## src/abpf_pkg.sv

```systemverilog
// shared types and constants for the affine background pixel fetch
`default_nettype none
package abpf_pkg;

	localparam int VRAM_WORDS = 32768;
	localparam int ADDR_W     = $clog2(VRAM_WORDS);
	localparam int WORD_W     = 16;
	localparam int MAT_W      = 16;
	localparam int POS_W      = 13;
	// mirrored screen coordinate plus scroll minus centre
	localparam int DELTA_W    = 15;
	localparam int PROD_W     = MAT_W + DELTA_W;
	localparam int SUM_W      = 32;
	localparam int PLANE_W    = 10;
	localparam int FRAC_W     = 8;
	localparam int CFG_IDX_W  = 3;

	// configuration register indexes
	localparam logic [CFG_IDX_W-1:0] REG_MATRIX_A = 3'd0;
	localparam logic [CFG_IDX_W-1:0] REG_MATRIX_B = 3'd1;
	localparam logic [CFG_IDX_W-1:0] REG_MATRIX_C = 3'd2;
	localparam logic [CFG_IDX_W-1:0] REG_MATRIX_D = 3'd3;
	localparam logic [CFG_IDX_W-1:0] REG_CENTRE_X = 3'd4;
	localparam logic [CFG_IDX_W-1:0] REG_CENTRE_Y = 3'd5;
	localparam logic [CFG_IDX_W-1:0] REG_SCROLL_X = 3'd6;
	localparam logic [CFG_IDX_W-1:0] REG_SCROLL_Y = 3'd7;

	// repeat modes
	localparam logic [1:0] REP_WRAP    = 2'd0;
	localparam logic [1:0] REP_CLEAR_A = 2'd1;
	localparam logic [1:0] REP_CLEAR_B = 2'd2;
	localparam logic [1:0] REP_FILL    = 2'd3;

	localparam logic KIND_PIXEL = 1'b0;
	localparam logic KIND_WRITE = 1'b1;

	typedef struct packed {
		logic signed [MAT_W-1:0] matrix_a;
		logic signed [MAT_W-1:0] matrix_b;
		logic signed [MAT_W-1:0] matrix_c;
		logic signed [MAT_W-1:0] matrix_d;
		logic signed [POS_W-1:0] centre_x;
		logic signed [POS_W-1:0] centre_y;
		logic signed [POS_W-1:0] scroll_x;
		logic signed [POS_W-1:0] scroll_y;
	} cfg_t;

	typedef struct packed {
		logic              kind;
		logic [ADDR_W-1:0] vram_addr;
		logic [WORD_W-1:0] vram_data;
		logic [7:0]        screen_x;
		logic [7:0]        screen_line;
		logic              hflip;
		logic              vflip;
		logic [1:0]        repeat_mode;
	} in_item_t;

	// transformed item handed to the memory stages
	typedef struct packed {
		logic              valid;
		logic              is_write;
		logic [ADDR_W-1:0] waddr;
		logic [WORD_W-1:0] wdata;
		logic [ADDR_W-1:0] map_addr;
		logic [5:0]        fine;
		logic              use_map;
		logic              drawn;
	} xform_t;

	typedef struct packed {
		logic       valid;
		logic [7:0] pixel_index;
		logic       drawn;
	} result_t;

endpackage
`default_nettype wire

```

## src/abpf_transform.sv

```systemverilog
// mirror, scroll and affine transform stages (stages 1 to 3)
`default_nettype none
module abpf_transform (
	input  wire logic              clk,
	input  wire logic              arst_n,
	input  wire logic              en,
	input  wire logic              in_valid,
	input  wire abpf_pkg::in_item_t in_item,
	input  wire abpf_pkg::cfg_t    cfg,
	output abpf_pkg::xform_t       xout
);
	import abpf_pkg::*;

	logic [7:0]                sx;
	logic [7:0]                sy;
	logic signed [DELTA_W-1:0] dx;
	logic signed [DELTA_W-1:0] dy;

	logic                      valid_s1;
	in_item_t                  item_s1;
	logic signed [DELTA_W-1:0] dx_s1;
	logic signed [DELTA_W-1:0] dy_s1;

	logic                      valid_s2;
	in_item_t                  item_s2;
	logic signed [PROD_W-1:0]  ax_s2;
	logic signed [PROD_W-1:0]  by_s2;
	logic signed [PROD_W-1:0]  cx_s2;
	logic signed [PROD_W-1:0]  dy_s2;

	logic signed [SUM_W-1:0]   sum_x;
	logic signed [SUM_W-1:0]   sum_y;
	logic                      on_plane;
	logic                      use_map;
	logic [PLANE_W-1:0]        ux;
	logic [PLANE_W-1:0]        uy;

	xform_t                    xform_s3;

	// mirroring 255 - v is the bitwise complement
	assign sx = in_item.hflip ? ~in_item.screen_x : in_item.screen_x;
	assign sy = in_item.vflip ? ~in_item.screen_line : in_item.screen_line;
	assign dx = DELTA_W'($signed({1'b0, sx})) + DELTA_W'(cfg.scroll_x)
		- DELTA_W'(cfg.centre_x);
	assign dy = DELTA_W'($signed({1'b0, sy})) + DELTA_W'(cfg.scroll_y)
		- DELTA_W'(cfg.centre_y);

	// centre enters the sum scaled by 256
	assign sum_x = SUM_W'(ax_s2) + SUM_W'(by_s2)
		+ SUM_W'($signed({cfg.centre_x, {FRAC_W{1'b0}}}));
	assign sum_y = SUM_W'(cx_s2) + SUM_W'(dy_s2)
		+ SUM_W'($signed({cfg.centre_y, {FRAC_W{1'b0}}}));

	// floor divide by 256 is the bits above the fraction
	assign ux       = sum_x[FRAC_W+PLANE_W-1:FRAC_W];
	assign uy       = sum_y[FRAC_W+PLANE_W-1:FRAC_W];
	assign on_plane = (sum_x[SUM_W-1:FRAC_W+PLANE_W] == '0)
		&& (sum_y[SUM_W-1:FRAC_W+PLANE_W] == '0);
	assign use_map  = on_plane || (item_s2.repeat_mode == REP_WRAP);

	always_ff @(posedge clk or negedge arst_n) begin
		if (!arst_n) begin
			valid_s1       <= 1'b0;
			valid_s2       <= 1'b0;
			xform_s3.valid <= 1'b0;
		end else if (en) begin
			valid_s1       <= in_valid;
			valid_s2       <= valid_s1;
			xform_s3.valid <= valid_s2;

			item_s1 <= in_item;
			dx_s1   <= dx;
			dy_s1   <= dy;

			item_s2 <= item_s1;
			ax_s2   <= cfg.matrix_a * dx_s1;
			by_s2   <= cfg.matrix_b * dy_s1;
			cx_s2   <= cfg.matrix_c * dx_s1;
			dy_s2   <= cfg.matrix_d * dy_s1;

			xform_s3.is_write <= (item_s2.kind == KIND_WRITE);
			xform_s3.waddr    <= item_s2.vram_addr;
			xform_s3.wdata    <= item_s2.vram_data;
			xform_s3.map_addr <= ADDR_W'({uy[PLANE_W-1:3], ux[PLANE_W-1:3]});
			xform_s3.fine     <= {uy[2:0], ux[2:0]};
			xform_s3.use_map  <= use_map;
			xform_s3.drawn    <= use_map || (item_s2.repeat_mode == REP_FILL);
		end
	end

	assign xout = xform_s3;

endmodule
`default_nettype wire

```

## config.mk

```make
export PLATFORM = sky130hd
export DESIGN_NAME = abpf_transform
export DESIGN_NICKNAME = d
export VERILOG_FILES = /design/src/abpf_pkg.sv /design/src/abpf_transform.sv
export SDC_FILE = /design/constraint.sdc
export NUM_CORES = 2
export LEC_CHECK = 0
export BUFFER_PORTS_ARGS = -buffer_cell sky130_fd_sc_hd__buf_4
export CAP_MARGIN = 5
export CORE_MARGIN = 1
export CORE_UTILIZATION = 35
export DETAILED_ROUTE_END_ITERATION = 16
export PLACE_DENSITY = 0.62
export SLEW_MARGIN = 30
export SYNTH_ARGS = -nofsm -noshare
export SYNTH_HDL_FRONTEND = slang
export SYNTH_SLANG_ARGS = --single-unit
```

## constraint.sdc

```tcl
create_clock -name clk -period 6.1 [get_ports clk]
set_input_delay 1.525 -clock clk [delete_from_list [all_inputs] [get_ports clk]]
set_output_delay 1.525 -clock clk [all_outputs]
set_load 0.02 [all_outputs]
```

Word level (Yosys, flattened, before mapping)
Cells that the tools add are included.

word-level totals
  ROM bits = 0
  memories = 0
  bits in latches = 0
  register bits after elaboration = 279
  logic and storage cells = 48
  bits in writable memories = 0
  bits of input ports = 172
  output and inout bits = 56

operators by class
  multiplexer cells = 2
  reductions and logical operators = 7
  add/subtract/negate cells = 8
  bitwise logic cells = 2
  eq/ne operators = 1
  $mul = 4
  shift operators = 0
  div/mod/pow operators = 0
  magnitude comparators = 0

operators with widths
  cell                                            count
  16-bit by 15-bit multiplier with 31-bit output  4
  31-bit by 31-bit adder with 32-bit output       2
  32-bit by 21-bit adder with 32-bit output       2
  14-bit by 13-bit subtractor with 15-bit output  2
  9-bit by 13-bit adder with 14-bit output        2
  14-bit logical NOT                              2
  8-bit 2-to-1 mux                                2
  8-bit inverter                                  2
  2-bit == test (second input constant)           1
  2-bit logical NOT                               1
  1-bit logical OR                                2
  2-bit AND reduction                             1
  1-bit logical AND                               1

Logic depth before layout (Yosys ltp)
  depth in word-level cells = 6
  gate-level depth with buffers = 25
  gate-level depth less buffers = 24

Worst setup path after synthesis
No wires, ideal clock.

  path type = input to register
  start = input port en
  end = register ax_s2[0] (enable)
  data required time = 5.429 ns
  setup time = 0.671 ns
  arrival time = 7.756 ns
  path slack = -2.327 ns
  path buffers = 0
  stages = 1
  path through = and2_1

on the way
  word-level cells in the longest chain between the ends = 1

RTL lines
  what                           RTL line              text
  start: declaration             abpf_transform.sv:6   input wire logic en,
  2-bit AND reduction (no line)  --
  end signal: assignment         abpf_transform.sv:76  ax_s2 <= cfg.matrix_a * dx_s1;
  end: declaration               abpf_transform.sv:26  logic signed [PROD_W-1:0] ax_s2;

Every way passes these cells.
A chain may end at the register's enable or synchronous reset.

Worst setup path after layout
  start = input port cfg[111] in the netlist's numbering
  end = register ax_s2[28] (data pin)

on the way
  word-level cells in the longest chain between the ends = 1

RTL lines
  what                                            RTL line              text
  start: declaration                              abpf_transform.sv:9   input wire abpf_pkg::cfg_t cfg,
  16-bit by 15-bit multiplier with 31-bit output  abpf_transform.sv:76

Every way passes these cells.

==> flow_summary.json <==
{
  "outcome": "finished, violations left",
  "violations": "negative setup slack",
  "die_width_um": 381,
  "rsz0062_at_grt": "true",
  "htree_levels": 2,
  "required_ns": 6.43,
  "max_slew.worst_pin.slew_ns": 0.819,
  "rows": 138,
  "ys_top_cells_by_area": "fa_1 40%, edfxtp_1 17%, ha_1 11%",
  "synth_edf_count": 276,
  "cts_hold_buffers": 0,
  "period_needed_ns": 7.01,
  "ant_nets": 0,
  "gp_congestion": 0.919,
  "first_global_vias": 38700,
  "synth_xor_xnor_area_share": 0.0335,
  "maxCapViolCount": 0,
  "coreArea_um2": 142000,
  "die_h_um": 381,
  "dr.first_iter.drc_count": 1851,
  "ys_ff_latch": 279,
  "area_growth_pct": 24.1,
  "final_net_count": 7376,
  "fin_crit_sh": 1.15,
  "cts_tree": "yes",
  "initial_core_util": 0.354,
  "syn_avg_cell_area_um2": 10.0,
  "routed_wl_mm": 128,
  "cts.path.max_buffers": 3,
  "synth_top_family_by_area": "adder cells",
  "yosysSeqAreaShare": 0.167,
  "grt_max_degree": 114,
  "synth_nets": 6637,
  "path_class": "input port to register",
  "cts_buffers": 40,
  "synth-main-ff-cell": "edfxtp_1",
  "hold_viol": 0,
  "gr-usage-all-layers": 0.182,
  "worst_slack_ns": -0.908,
  "drc_errors": 0,
  "clk_pin_slew_ns": 0.06,
  "synth-compound-area-share": 0.0562,
  "dr.pass1.iters": 5,
  "critPathArrivalTime_ns": 7.34,
  "port_buffers": 226,
  "async_reset_ff_frac": 0.0108,
  "netlist.area_leader.share": 0.400,
  "synthSimpleGateAreaFrac": 0.131,
  "vias": 36400,
  "synthMuxAreaShare": 0.00167,
  "fin_setup_tns_ns": -19.82,
  "hpwlAfterDp_mm": 109,
  "hold_class": "register to register",
  "synthAdderAreaFrac": 0.511,
  "synth.distinct_cells": 79,
  "maxSlewHeadroom": 0.454,
  "antenna_found_initial": 9,
  "skew_ns": 0.0301,
  "drive_above_1_share": 0.216,
  "endpoint_kind": "register",
  "dieArea_um2": 145000,
  "ys_warn_count": 0,
  "fmax_mhz": 143,
  "reg2reg_slack_ns": -0.53,
  "syn_area_um2": 50200,
  "grt_overflow": 0,
  "cp-start-kind": "input port",
  "worstSkewPairLatency_ns": 0.60,
  "wl_per_cell_um": 16.7,
  "synthCells": 5015,
  "crit_fanout": 5,
  "grt_pass1_wl_mm": 209,
  "slew_viol_final": 0,
  "cts.sinks": 279,
  "setup_viol": 56,
  "routed_via_density": 4.74,
  "yosysTopAreaCell": "fa_1",
  "io_pins": 228,
  "cts_root_buf": "clkbuf_16"
}
-- routing by layer --
metal / share of wire / routed length [um] / global-route usage / up-vias
li1: - / - / - / 16800
met1: 0.43 / 55300 / 0.243 / 18500
met2: 0.48 / 61800 / 0.307 / 849
met3: 0.054 / 6930 / 0.0259 / 187
met4: 0.031 / 3940 / 0.0523 / 10
met5: 0.00057 / 73 / 0 / -
-- worst max-delay path, stage by stage --
cell and delay, ns:
buf_4 0.14, buf_12 0.13, and2_4 0.15, fa_1 0.50, inv_2 0.04, fa_1 0.51
inv_2 0.04, fa_1 0.59, fa_2 0.45, fa_1 0.55, inv_2 0.04, fa_1 0.51
inv_2 0.05, ha_4 0.26, nand4_1 0.14, buf_4 0.19, o41ai_4 0.46, a31oi_2 0.18
o211a_1 0.29, a21oi_2 0.19, a41oi_2 0.14, nor2b_4 0.16, xnor2_1 0.11
-- synthesized netlist by cell type, types with 5 or more instances --
library cell and count:
inv_1 1160, fa_1 1002, nand2_1 538, ha_1 448
and2_1 442, edfxtp_1 276, clkbuf_1 164, nor2_1 147
xnor2_1 139, a21oi_1 113, o21ai_0 83, a21o_1 58
xor2_1 53, nand2b_1 41, nor3_1 35, nand3_1 22
o21a_1 21, nand4_1 20, and3_1 19, nor2b_1 17
a31oi_1 16, o21bai_1 16, a211oi_1 15, a21boi_0 13
o211ai_1 13, nor4_1 8, or2_2 7, nor3b_1 6
or3_1 6, a2111oi_0 5, and4_1 5, mux2i_1 5
o2111ai_1 5, o22ai_1 5, o31ai_1 5
-- timing repair --
action | CTS | global route
endpoints found under the setup margin | 57 | 65
buffers inserted | 50 | 41
cloned | 0 | 1
gates resized for setup | 156 | 171
pin swaps | 122 | 125
-- logic make-up (layout without fill, tap and decap cells) --
logic type | count (synthesis) | count (layout)
flops | 279 | 279
mux | 8 | 8
xor+xnor | 192 | 192
other cells | 1 | 5
buf+inv | 1328 | 2097
compound gates | 426 | 426
fa+ha+maj | 1450 | 1450
simple gates | 1331 | 1331
-- area by class of cell --
type                    instances  area (um^2)
multi-input cells            3408        38500
fillers                     13500        79600
clock inverters                27          282
diodes                          4         10.0
repair buffers                865         7350
clock buffers                  45         1040
flip-flops and latches        279         8360
well taps                    1890         2360
inverters                    1160         4350
-- per-stage QoR --
stage	setup slack, ns	cells	instance area (um^2)	utilization	hold WS (ns)
2_1_floorplan	-1.25	5015	51400	-	0.400
3_3_place_gp	-1.58	7535	59100	0.416	0.400
3_5_place_dp	-1.57	7535	59100	0.416	0.405
4_1_cts	-0.859	7649	61400	0.432	0.417
5_1_grt	-1.02	7677	62300	0.439	0.421
6_report	-0.908	7678	62300	0.439	0.414
-- placed cells by master (no fill, tap or decap), drive strengths merged, types with 114 or more instances in the layout --
| master | synthesis | routed |
|---|---|---|
| nand2 | 538 | 538 |
| buf | 4 | 864 |
| nor2 | 147 | 147 |
| a21oi | 114 | 114 |
| inv | 1160 | 1165 |
| and2 | 443 | 443 |
| ha | 448 | 448 |
| edfxtp | 276 | 276 |
| xnor2 | 139 | 139 |
| fa | 1002 | 1002 |
-- path summary, 6_finish.rpt --
path	startpoint	to	cells past startpoint
max in group asynchronous	arst_n	valid_s1	1
worst max register to register	dx_s1[5]	ax_s2[28]	23
worst min register to register	item_s2[39]	xout[42]	0
worst max-delay path	cfg[111]	ax_s2[28]	23
min in group asynchronous	arst_n	xout[55]	1
worst min-delay path	item_s2[39]	xout[42]	0
-- flip-flops by register name, indices dropped and copies added, names as in the netlist --
register	cells
ax_s2	31
by_s2	31
cx_s2	31
dx_s1	15
dy_s1	15
dy_s2	31
item_s1	34
item_s2	34
valid_s1	1
valid_s2	1
xout	55
Power is not shown: default switching activity piles up to over one toggle a cycle in this logic, so the estimate is an artifact.
